File: config.mk
export PLATFORM = sky130hd
export DESIGN_NAME = crre_ram
export DESIGN_NICKNAME = d
export VERILOG_FILES = /design/src/rtl/core/crre_ram.sv
export SDC_FILE = /design/constraint.sdc
export NUM_CORES = 1
export LEC_CHECK = 0
export BUFFER_PORTS_ARGS = -buffer_cell sky130_fd_sc_hd__buf_2
export CAP_MARGIN = 0
export CORE_MARGIN = 1.5
export CORE_UTILIZATION = 55
export CTS_CLUSTER_SIZE = 14
export DETAILED_ROUTE_END_ITERATION = 6
export PLACE_DENSITY_LB_ADDON = 0.15
export SYNTH_ARGS = -nofsm -noshare
export SYNTH_HDL_FRONTEND = slang
export SYNTH_SLANG_ARGS = --single-unit
File: constraint.sdc
create_clock -name aclk -period 3.17 [get_ports aclk]
set_input_delay 0.4755 -clock aclk [delete_from_list [all_inputs] [get_ports aclk]]
set_output_delay 0.4755 -clock aclk [all_outputs]
set_load 0.1 [all_outputs]
File: src/rtl/core/crre_ram.sv
`default_nettype none
// ----------------------------------------------------------------------------
// crre_ram
// Single-port synchronous RAM, read-first, with a registered read.
// ----------------------------------------------------------------------------
module crre_ram #(
    parameter int WIDTH = 12,
    parameter int DEPTH = 16,
    localparam int AW = $clog2(DEPTH)
) (
    input  wire logic             aclk,
    input  wire logic             we,
    input  wire logic [AW-1:0]    addr,
    input  wire logic [WIDTH-1:0] wdata,
    output logic      [WIDTH-1:0] rdata
);

    logic [WIDTH-1:0] mem_reg [DEPTH];
    logic [WIDTH-1:0] rdata_reg;

    always_ff @(posedge aclk) begin
        if (we) begin
            mem_reg[addr] <= wdata;
        end
        rdata_reg <= mem_reg[addr];
    end

    assign rdata = rdata_reg;

endmodule
`default_nettype wire

==> summary.md <==
| Metric | Value |
|---|---|
| Post-Syn Area per Cell | `22.9 um^2` |
| Comb power frac | `6.9%` |
| Top post-synthesis cells by area | `edfxtp_1, mux4_2, dfxtp_1` |
| Total iterations of the first detailed-routing run | `4` |
| WS Path Type | `in -> reg` |
| Vias in the first global route | `3536` |
| Pwr dens | `662 nW/um^2` |
| # port buffers | `29` |
| Rows | `42` |
| Area of the core | `13300 um^2` |
| Post-Route WL | `14.8 mm` |
| Sequential area share after synthesis | `79.2%` |
| GPL Wtd Cong | `0.806` |
| Switching Fraction | `20.7%` |
| Root buffer cell | `clkbuf_16` |
| Post-Syn Area | `7590 um^2` |
| VDD IR max | `about 0.00049 V` |
| Clock power frac | `40.9%` |
| Synth warnings | `0` |
| Antenna-violating nets left | `0` |
| Share of the synthesized area in the top cell type | `76.0%` |
| Arr. time, crit path | `2.25 ns` |
| Clk slew on worst S/H paths | `around 0.060 ns` |
| Worst setup EP type | `flop` |
| Syn Inst Count | `331` |
| All-Layer GR Usage | `21.5%` |
| Nature of the critical path startpoint | `input port` |
| Die Y | `around 120 um` |
| Chip width | `around 120 um` |
| HPWL Detailed | `9.48 mm` |
| Final Cycle Share | `about two thirds` |
| Post-place setup slack | `0.532 ns` |
| Routed via count | `3497` |
| Total Power | `0.00581 W` |
| Final hold viol count | `0` |
| Status | `completed` |
| Achievable frequency | `just under 500 MHz` |
| Area leader, netlist | `edfxtp_1` |
| Internal power | `0.00461 W` |
| Count leader, synth | `edfxtp_1` |
| Top cells by count, synth | `edfxtp_1, mux4_2, a22oi_1` |
| Psw | `0.00121 W` |
| H-tree levels | `1` |
| CTS Buf Count | `20` |
| Starting Density | `56.8%` |
| Worst-margin pin slew | `roughly 1.1 ns` |
| Via-to-Cell Ratio | `5.96` |
| Clock Skews | `0.0115 ns` |
| Fin worst setup slack | `about 1.1 ns` |
| # nets final | `415` |
| Post-synth EDFFs | `about 190` |
| Max FFs per register | `192` |
| R2R setup slack | `1.83 ns` |
| Asr flop ratio synth | `0%` |
| Post-synthesis cell type count | `19` |
| Post-layout min period | `2.06 ns` |
| Buffer count from post-CTS setup fixing | `0` |
| Syn_nets | `349` |
| Crit path required time | `3.36 ns` |
| Class of the worst hold path | `in -> reg` |
| Iter 0 DRT Violations | `459` |
| Drt wl/cell | `25.2 um` |
| Final setup TNS | `0 ns` |
| Setup violators final | `0` |
| Antenna cells | `0` |
| Flop pwr share | `52.2%` |
| Slew HR | `29.4%` |
| RSZ-0062 raised after global routing | `no` |
| CTS tree | `yes` |
| P&R area growth vs syn | `15.8%` |
| Drc violations | `0` |
| Largest net degree at the start of global routing | `37` |
| Max Cap Violations | `0` |
| Top_reg_cell synth | `edfxtp_1` |
| Share of cells above drive strength 1 | `32.1%` |
| Initial antenna violation count | `0` |
| Grt total ovfl | `0` |
| Slew Viols, Final | `0` |
| Leakage | `2.94 nW` |
| Yosys reg bits | `approximately 200` |
| CP max FO | `36` |
| Worst-skew pair later-pin latency | `0.48 ns` |
| Worst hold margin | `0.365 ns` |
| DIE AREA | `roughly 15000 um^2` |
| # IOs | `30` |
| Cts repair resizes | `0` |
| First-pass GRT wire length | `22.2 mm` |
| CTS sink cnt | `204` |
| Post-CTS Hold Fix Bufs | `0` |
| Clock buffer depth | `3` |
[cell families after synthesis]
family | Yosys count | synth area share [%]
flops | 204 | 79.2
mux | 48 | 14.7
buf+inv | 16 | 1.42
compound gates | 24 | 2.38
simple gates | 39 | 2.34
[path summary, 6_finish.rpt]
check | end | startpoint | cells after the start
setup / recovery | mem_reg[13][4]$_DFFE_PP_ | addr[0] | 5
hold / removal | mem_reg[12][0]$_DFFE_PP_ | wdata[0] | 1
setup reg to reg | rdata[0]$_DFF_P_ | mem_reg[0][0]$_DFFE_PP_ | 3
hold reg to reg | rdata[9]$_DFF_P_ | mem_reg[15][9]$_DFFE_PP_ | 3
[power by group through the flow]
stage	Sequential, W	Clock (W)	Combinational [W]
after floorplan	0.00322	0	0.000152
after CTS	0.00304	0.00243	0.000404
after global placement	0.00309	0	0.000400
after global routing	0.00304	0.00252	0.000423
final	0.00303	0.00238	0.000399
after detailed placement	0.00309	0	0.000403
[worst max-delay path: stages]
cell and delay (ns):
buf_4 0.52, buf_4 0.32, nand2b_1 0.13, nor2_1 0.49, buf_4 0.27
[layer usage]
layer | up-vias | global-route usage, % | routed length (um)
met4 | 0 | 5.59 | 265
met2 | 128 | 35.6 | 7570
met3 | 20 | 2.88 | 904
met5 | - | 0 | 0
li1 | 1536 | - | -
met1 | 1813 | 30.9 | 6030
[final cells by class]
cell class	instances	area [um^2]
repair buffers	60	393
clock inverters	9	116
well taps	176	220
clock buffers	27	558
fillers	869	4560
flip-flops and latches	204	6010
multi-input cells	111	1490
[layout by cell type, fill, tap and decap left out]
cell,netlist,layout
a22oi_1,24,24
and2_1,1,1
buf_12,0,1
buf_2,5,28
buf_4,0,31
bufinv_16,0,3
clkbuf_1,5,5
clkbuf_16,0,21
clkbuf_8,0,1
clkinv_1,0,3
clkinv_2,0,3
dfxtp_1,12,12
edfxtp_1,192,192
mux4_1,9,9
mux4_2,39,39
nand2_1,13,13
nand2b_1,2,2
nand3_1,1,1
nand3b_1,2,2
nor2_1,13,13
nor2b_1,2,2
nor3_2,0,4
or3b_2,1,1
[stage by stage]
stage                     cell area [um^2]  std cells  utilization, %
after floorplan                       7590        331               -
after global placement                8110        551            60.8
after detailed placement              8110        551            60.8
after CTS                             8790        587            65.8
after global routing                  8790        587            65.8
final                                 8790        587            65.8
(Power assumes the default switching activity.)
