### src/rtl/core/crre_pkg.sv
`default_nettype none
// ----------------------------------------------------------------------------
// crre_pkg
// Types, constants and helper functions shared by the comb-residual range
// encoder modules.
// ----------------------------------------------------------------------------
package crre_pkg;

    localparam int MAG_BUCKETS      = 5;
    localparam int JIT_CTX          = 7;
    localparam int MANT_COLS        = 20;
    localparam int LENGTH_SLOTS_DEF = 20;
    localparam int PENDING_BITS_DEF = 16;
    localparam int PROB_W           = 12;
    localparam int Z_W              = 13;
    localparam int M_W              = 12;
    localparam int R_W              = 7;
    localparam int IDX_W            = 5;

    localparam logic [PROB_W-1:0] PROB_INIT   = 12'd2048;
    localparam logic [31:0]       EMIT_THRESH = 32'hFF00_0000;

    typedef enum logic [3:0] {
        ST_CLEAR,
        ST_IDLE,
        ST_PREP,
        ST_VAL,
        ST_RD,
        ST_EX,
        ST_NORM,
        ST_FLUSH,
        ST_DONE
    } state_t;

    typedef enum logic [1:0] {
        PH_LEN,
        PH_TERM,
        PH_MANT
    } phase_t;

    typedef struct packed {
        logic [7:0]  lead;
        logic [7:0]  fill;
        logic [15:0] count;
        logic        stream_end;
        logic        ovf;
    } res_t;

    typedef struct packed {
        logic              bit_en;
        logic              bit_val;
        logic [PROB_W-1:0] prob;
        logic              shift_en;
        logic              shift_end;
        logic              init;
    } coder_ctl_t;

    typedef struct packed {
        logic              norm_req;
        logic              emit_req;
        res_t              res;
        logic [PROB_W-1:0] prob_next;
    } coder_sts_t;

    function automatic logic [2:0] bucket_of(input logic signed [M_W-1:0] m);
        logic [M_W-1:0] a;
        a = m[M_W-1] ? M_W'(-m) : M_W'(m);
        if (a == '0)              return 3'd0;
        else if (a == M_W'(1))    return 3'd1;
        else if (a < M_W'(3))     return 3'd2;
        else if (a < M_W'(6))     return 3'd3;
        else                      return 3'd4;
    endfunction

    function automatic logic [Z_W-1:0] zigzag(input logic signed [Z_W-1:0] v);
        return {v[Z_W-2:0], 1'b0} ^ {Z_W{v[Z_W-1]}};
    endfunction

    function automatic logic [IDX_W-1:0] bit_len(input logic [Z_W-1:0] z);
        logic [IDX_W-1:0] n;
        n = '0;
        for (int i = 0; i < Z_W; i++) begin
            if (z[i]) n = IDX_W'(i + 1);
        end
        return n;
    endfunction

endpackage
`default_nettype wire

### src/rtl/core/crre_coder.sv
`default_nettype none
// ----------------------------------------------------------------------------
// crre_coder
// Binary range coder core: interval update, probability adaptation and the
// byte shifter with carry cache and pending run count.
// ----------------------------------------------------------------------------
module crre_coder import crre_pkg::*; #(
    parameter int PENDING_COUNT_BITS = PENDING_BITS_DEF
) (
    input  wire logic       aclk,
    input  wire logic       aresetn,
    input  wire coder_ctl_t ctl,
    output coder_sts_t      sts
);

    localparam logic [PENDING_COUNT_BITS-1:0] PEND_MAX = '1;

    logic [32:0]                   low_reg, low_next;
    logic [31:0]                   range_reg, range_next;
    logic [7:0]                    cache_reg, cache_next;
    logic [PENDING_COUNT_BITS-1:0] pend_reg, pend_next;
    logic                          sat_reg, sat_next;

    logic [31:0]                   bound;
    logic                          carry;
    logic                          emit;
    logic [PENDING_COUNT_BITS-1:0] cnt;
    logic [32:0]                   cnt_ext;
    logic                          clamp;
    logic [PROB_W:0]               up_gap;

    always_comb begin
        bound   = {12'd0, range_reg[31:12]} * {20'd0, ctl.prob};
        carry   = low_reg[32];
        emit    = (low_reg[31:0] < EMIT_THRESH) || carry;
        cnt     = pend_reg - PENDING_COUNT_BITS'(1);
        cnt_ext = 33'(cnt);
        clamp   = cnt_ext > 33'd65535;
        up_gap  = 13'd4096 - {1'b0, ctl.prob};

        sts.norm_req       = (range_reg[31:24] == 8'd0);
        sts.emit_req       = emit;
        sts.res.lead       = cache_reg + {7'd0, carry};
        sts.res.fill       = carry ? 8'h00 : 8'hFF;
        sts.res.count      = clamp ? 16'hFFFF : cnt_ext[15:0];
        sts.res.stream_end = ctl.shift_end;
        sts.res.ovf        = sat_reg | clamp;
        sts.prob_next      = ctl.bit_val ? (ctl.prob - (ctl.prob >> 6))
                                         : (ctl.prob + PROB_W'(up_gap >> 6));

        low_next   = low_reg;
        range_next = range_reg;
        cache_next = cache_reg;
        pend_next  = pend_reg;
        sat_next   = sat_reg;

        if (ctl.bit_en) begin
            if (ctl.bit_val) begin
                low_next   = low_reg + {1'b0, bound};
                range_next = range_reg - bound;
            end else begin
                range_next = bound;
            end
        end

        if (ctl.shift_en) begin
            range_next = {range_reg[23:0], 8'd0};
            low_next   = {1'b0, low_reg[23:0], 8'd0};
            if (emit) begin
                cache_next = low_reg[31:24];
                pend_next  = PENDING_COUNT_BITS'(1);
                sat_next   = 1'b0;
            end else if (pend_reg != PEND_MAX) begin
                pend_next = pend_reg + PENDING_COUNT_BITS'(1);
            end else begin
                sat_next = 1'b1;
            end
        end
    end

    always_ff @(posedge aclk) begin
        if (!aresetn || ctl.init) begin
            low_reg   <= '0;
            range_reg <= '1;
            cache_reg <= '0;
            pend_reg  <= PENDING_COUNT_BITS'(1);
            sat_reg   <= 1'b0;
        end else begin
            low_reg   <= low_next;
            range_reg <= range_next;
            cache_reg <= cache_next;
            pend_reg  <= pend_next;
            sat_reg   <= sat_next;
        end
    end

endmodule
`default_nettype wire

### config.mk
export PLATFORM = sky130hd
export DESIGN_NAME = crre_coder
export DESIGN_NICKNAME = d
export VERILOG_FILES = /design/src/rtl/core/crre_pkg.sv /design/src/rtl/core/crre_coder.sv
export SDC_FILE = /design/constraint.sdc
export NUM_CORES = 1
export LEC_CHECK = 0
export ABC_AREA = 1
export BUFFER_PORTS_ARGS = -buffer_cell sky130_fd_sc_hd__buf_2
export CAP_MARGIN = 20
export CELL_PAD_IN_SITES_DETAIL_PLACEMENT = 0
export CELL_PAD_IN_SITES_GLOBAL_PLACEMENT = 1
export CORE_MARGIN = 4
export CORE_UTILIZATION = 33
export CTS_BUF_LIST = sky130_fd_sc_hd__clkbuf_16
export DETAILED_ROUTE_END_ITERATION = 6
export PLACE_DENSITY = 0.65
export RECOVER_POWER = 100
export SYNTH_ARGS = -nofsm -noshare
export SYNTH_HDL_FRONTEND = slang
export SYNTH_SLANG_ARGS = --single-unit
export TNS_END_PERCENT = 20
### constraint.sdc
create_clock -name aclk -period 19 [get_ports aclk]
set_clock_uncertainty 0.1 [all_clocks]
set_input_delay 0.95 -clock aclk [delete_from_list [all_inputs] [get_ports aclk]]
set_output_delay 0.95 -clock aclk [all_outputs]
set_load 0.01 [all_outputs]
==> reports/metrics.cfg, run 1 <==
[timing]
hold_viol=0
slew-limit-headroom_pct=-95.59
max_freq_mhz=118.9
rsz0062_at_grt=no
finalCritPeriodShare_pct=44.26
layout_min_cycle_time_ns=8.409
setup_viol=0
worst_slew_pin_slew_ns=2.934
maxSlewViolCount=53
finalSetupTns_ns=0

[grt]
grt_pass1_vias=14380
grt_pass1_wl_um=79510
grt-ovfl-total=0
grtUsageTotal_pct=18.44
antenna_found_initial=0
grt_max_degree=54

[synthesis]
synth_nets=2697
syn_avg_cell_area_um2=6.964
synth-edff-count=0
synth_commonest_cells=556 x nand2_1, 480 x inv_1, 183 x fa_1, 148 x ha_1, 145 x a21oi_1
syn_inst=2347
syn_area_um2=16340
synth_ff_type=dfxtp_1
synth_top_cell_by_area=fa_1
ys_async_sr_fraction_pct=0
synth_most_common_cell=nand2_1
synth.area.top_cells=fa_1 22%, nand2_1 13%, ha_1 11%
ys_seq_elements=90
yosys.area.top_type_share_pct=22.41
seq_area_frac_synth_pct=11.02
ys_warn_count=0
synth_cell_types=59

[cts]
cts_tree=yes
cts.clk_slew.worst_paths_ns=0.06
h-tree-depth=3
clock_latency_ns=0.36
post-cts-setup-buffers=0
clock_path_buffers=2
cts_buffers=9
cts_resized=0
postCtsHoldBufs=0
clockRootBuffer=clkbuf_16
clock_sinks=90

[final_layout]
diodes=0
largest_reg_flops=33
layout-drive-gt1-share_pct=4.932
syn_to_final_growth_pct=6.400
final_nets=2697

[worst_hold_path]
hold_path_class=reg2reg

[critical_path]
worstPathRequired_ns=19.13
crit_path_end_kind=register
critPathMaxFanout=23
cpMostUsedCell=nand2_1
critical_path.startpoint_type=input port
slowest_delay_ns=1.01
setup.worst_path.class=in2reg
arrival_ns=8.54
critPathSlowestCell=clkbuf_1

[routing]
first_pass_iters=5
drc_errors=0
viasPerCell=4.911
finalWirelength_um=48790
num_vias=14810
wl_per_cell_um=16.18
drt_iter0_markers=1060
ant_nets=0

[place]
dp_hpwl_um=38200
io_buffers=64
gp_congestion=0.8973

[die]
fp-row-count=81
die_area_um2=53150
die_h_um=230.6
die_w_um=230.6
start_util_pct=33.39
core_um2=48950
io_pins=67

[run_status]
run_status=finished with violations
violations=capacitance limit, slew limit

[run]
maxCapViolations=1

[critical path: cells and delay by family]
family,cells,cell delay [ns]
AO/OA/AOI/OAI,3,0.76
XOR/XNOR,1,0.38
adder cells (fa/ha/maj),6,2.74
buffers and inverters,5,1.24
AND/OR/NAND/NOR,19,2.44
[through the flow]
stage | cells | setup WS (ns) | hold slack (ns) | utilization [%] | area [µm²]
final | 3016 | 10.59 | 0.3788 | 35.53 | 17390
after global routing | 3016 | 9.886 | 0.4109 | 35.53 | 17390
after CTS | 3016 | 11.08 | 0.3793 | 35.80 | 17520
after detailed placement | 3000 | 10.72 | 0.3638 | 35.17 | 17210
after global placement | 3000 | 10.80 | 0.3594 | 35.17 | 17210
after floorplan | 2347 | 11.62 | 0.3380 | - | 16340
[cell usage in the layout (no fill, tap or decap), drive strengths merged, types with 19 or more instances in the layout]
| cell | count |
|---|---|
| o211ai | 19 |
| nor2 | 129 |
| nor3 | 21 |
| o21ai | 127 |
| a221oi | 23 |
| buf | 32 |
| clkbuf | 58 |
| a31oi | 21 |
| nand2 | 582 |
| dfxtp | 90 |
| xnor2 | 23 |
| nand3 | 89 |
| inv | 494 |
| ha | 148 |
| a21oi | 152 |
| xor2 | 55 |
| fa | 183 |
[worst paths after layout]
path            startpoint            end  slack [ns]  cells past startpoint
min                sat_reg        sat_reg        0.38                      2
max reg2reg  range_reg[19]  range_reg[30]       11.06                     33
min reg2reg        sat_reg        sat_reg        0.38                      2
max                 ctl[4]  range_reg[30]       10.59                     34
[layer usage]
layer / GRT usage [%] / share of wire, %
met1: 27.84 / 50
met2: 28.94 / 45
met5: 0 / 0
met4: 2.760 / 1.1
met3: 2.024 / 4.2
[kinds of logic (layout without fill, tap and decap cells)]
group	after synthesis	in the layout	synth area share, %
fa+ha+maj	331	331	33.74
compound gates	394	394	14.25
simple gates	868	868	22.94
xor+xnor	78	78	4.180
flops	90	90	11.02
buf+inv	586	591	13.86
[layout make-up]
| class | instances | area [µm²] |
|---|---|---|
| multi-input combinational | 1671 | 12210 |
| timing repair buffer | 81 | 379.1 |
| clock buffer | 9 | 225.2 |
| inverter | 494 | 1854 |
| sequential | 90 | 1802 |
| fill | 5310 | 31560 |
| tap | 664 | 830.8 |
| clock inverter | 7 | 85.08 |
Power of run 1 is left out: the tool's default activity adds up to more than one toggle a clock period on the data nets, which glitch-free logic cannot reach.
==> run 2, diff against run 1 <==
--- a/config.mk
+++ b/config.mk
@@ -14,7 +14,7 @@
 export CORE_UTILIZATION = 33
 export CTS_BUF_LIST = sky130_fd_sc_hd__clkbuf_16
 export DETAILED_ROUTE_END_ITERATION = 6
-export PLACE_DENSITY = 0.65
+export PLACE_DENSITY = 0.68
 export RECOVER_POWER = 100
 export SYNTH_ARGS = -nofsm -noshare
 export SYNTH_HDL_FRONTEND = slang
==> constraint.sdc (replaced) <==
create_clock -name aclk -period 7.36 [get_ports aclk]
set_clock_uncertainty 0.1 [all_clocks]
set_input_delay 0.368 -clock aclk [delete_from_list [all_inputs] [get_ports aclk]]
set_output_delay 0.368 -clock aclk [all_outputs]
set_load 0.01 [all_outputs]
==> reports/metrics.cfg, run 2 (synthesis results as in run 1) <==
[run_status]
run_status=finished clean

[critical_path]
worstPathRequired_ns=7.51
critPathMaxFanout=9
r2r_cells=34
arrival_ns=7.14
slowest_delay_ns=0.52
cpMostUsedCell=nand2_1
critical_path.startpoint_type=register
crit_path_end_kind=register
setup.worst_path.class=reg2reg
critPathSlowestCell=fa_1

[routing]
viasPerCell=4.911
wl_per_cell_um=15.71
finalWirelength_um=48090
drt_iter0_markers=1061
drc_errors=0
dr_wl_met2_um=22480
first_pass_iters=7
highest_layer=met4
num_vias=15030
ant_nets=0
wl_met1_um=23290
wl_met3_um=1636

[place]
gp_congestion=0.9393
dp_hpwl_um=39920
dp_slack_ns=-0.1136
dpl_cell_area_um2=17560
io_buffers=64

[cts]
h-tree-depth=3
postCtsHoldBufs=0
clock_path_buffers=2
cts_buffers=9
clock_latency_ns=0.36
clock_sinks=90
cts.clk_slew.worst_paths_ns=0.08
post-cts-setup-buffers=0
cts_tree=yes
clockRootBuffer=clkbuf_16

[die]
core_um2=48950
die_area_um2=53150
start_util_pct=33.39
fp-row-count=81
io_pins=67
die_w_um=230.6
die_h_um=230.6

[final_layout]
diodes=0
largest_reg_flops=33
final_nets=2742
syn_to_final_growth_pct=9.806
layout-drive-gt1-share_pct=9.262
layout_common_cells=556 x nand2_1, 480 x inv_1, 183 x fa_1, 148 x ha_1, 142 x a21oi_1
n_fill_cell=5314
fin_area_um2=17950
final_common_cell=nand2_1

[timing]
hold_viol=0
finalSetupTns_ns=0
layout_min_cycle_time_ns=6.991
worst_slack_ns=0.3688
finalCritPeriodShare_pct=94.99
hold_ws_ns=0.3230
maxSlewViolCount=0
max_freq_mhz=143.0
rsz0062_at_grt=yes
slew-limit-headroom_pct=45.01
worst_slew_pin_slew_ns=0.8219
setup_viol=0

[grt]
grt-ovfl-total=0
grt_pass1_vias=14560
grt_max_degree=54
grtUsageTotal_pct=18.12
antenna_found_initial=0
grt_pass1_wl_um=78170

[worst_hold_path]
hold_depth=4
hold_path_class=in2reg

[run]
maxCapViolations=0

run 2: critical path, delay by kind of cell (launching register included):
kind | cells | cell delay (ns)
adder cells (fa/ha/maj) | 7 | 3.13
AND/OR/NAND/NOR | 19 | 2.18
buffers and inverters | 5 | 0.46
flip-flops | 1 | 0.43
AO/OA/AOI/OAI | 2 | 0.31
XOR/XNOR | 1 | 0.25
run 2: timing repair:
item,CTS,global route
gates resized for setup,4,32
setup endpoints to repair,1,18
pin swaps,0,0
run 2: area by class of cell:
class	count	area (µm²)	share of cell area, %
multi-input cells	1671	12330	68.70
inverters	494	1854	10.33
flip-flops and latches	90	1838	10.24
well taps	664	830.8	4.629
repair buffers	126	768.2	4.281
clock buffers	9	225.2	1.255
clock inverters	7	100.1	0.5577
run 2: metal layers:
| metal | vias up | GRT usage (%) |
|---|---|---|
| li1 | 7410 | - |
| met1 | 7303 | 26.10 |
| met2 | 277 | 30.04 |
| met3 | 44 | 1.691 |
| met4 | 0 | 3.043 |
| met5 | - | 0 |
run 2: stage by stage:
stage / cells / utilization [%]
final: 3061 / 36.66
after global placement: 3045 / 35.88
after global routing: 3061 / 36.66
after detailed placement: 3045 / 35.88
after CTS: 3061 / 36.56
after floorplan: 2347 / -
run 2: path summary, 6_finish.rpt:
check	from	end	slack [ns]
hold reg to reg	cache_reg[0]	cache_reg[0]	0.40
hold / removal	ctl[0]	range_reg[1]	0.32
setup / recovery	range_reg[18]	range_reg[30]	0.37
setup reg to reg	range_reg[18]	range_reg[30]	0.37
Power of run 2 is left out for the same reason.
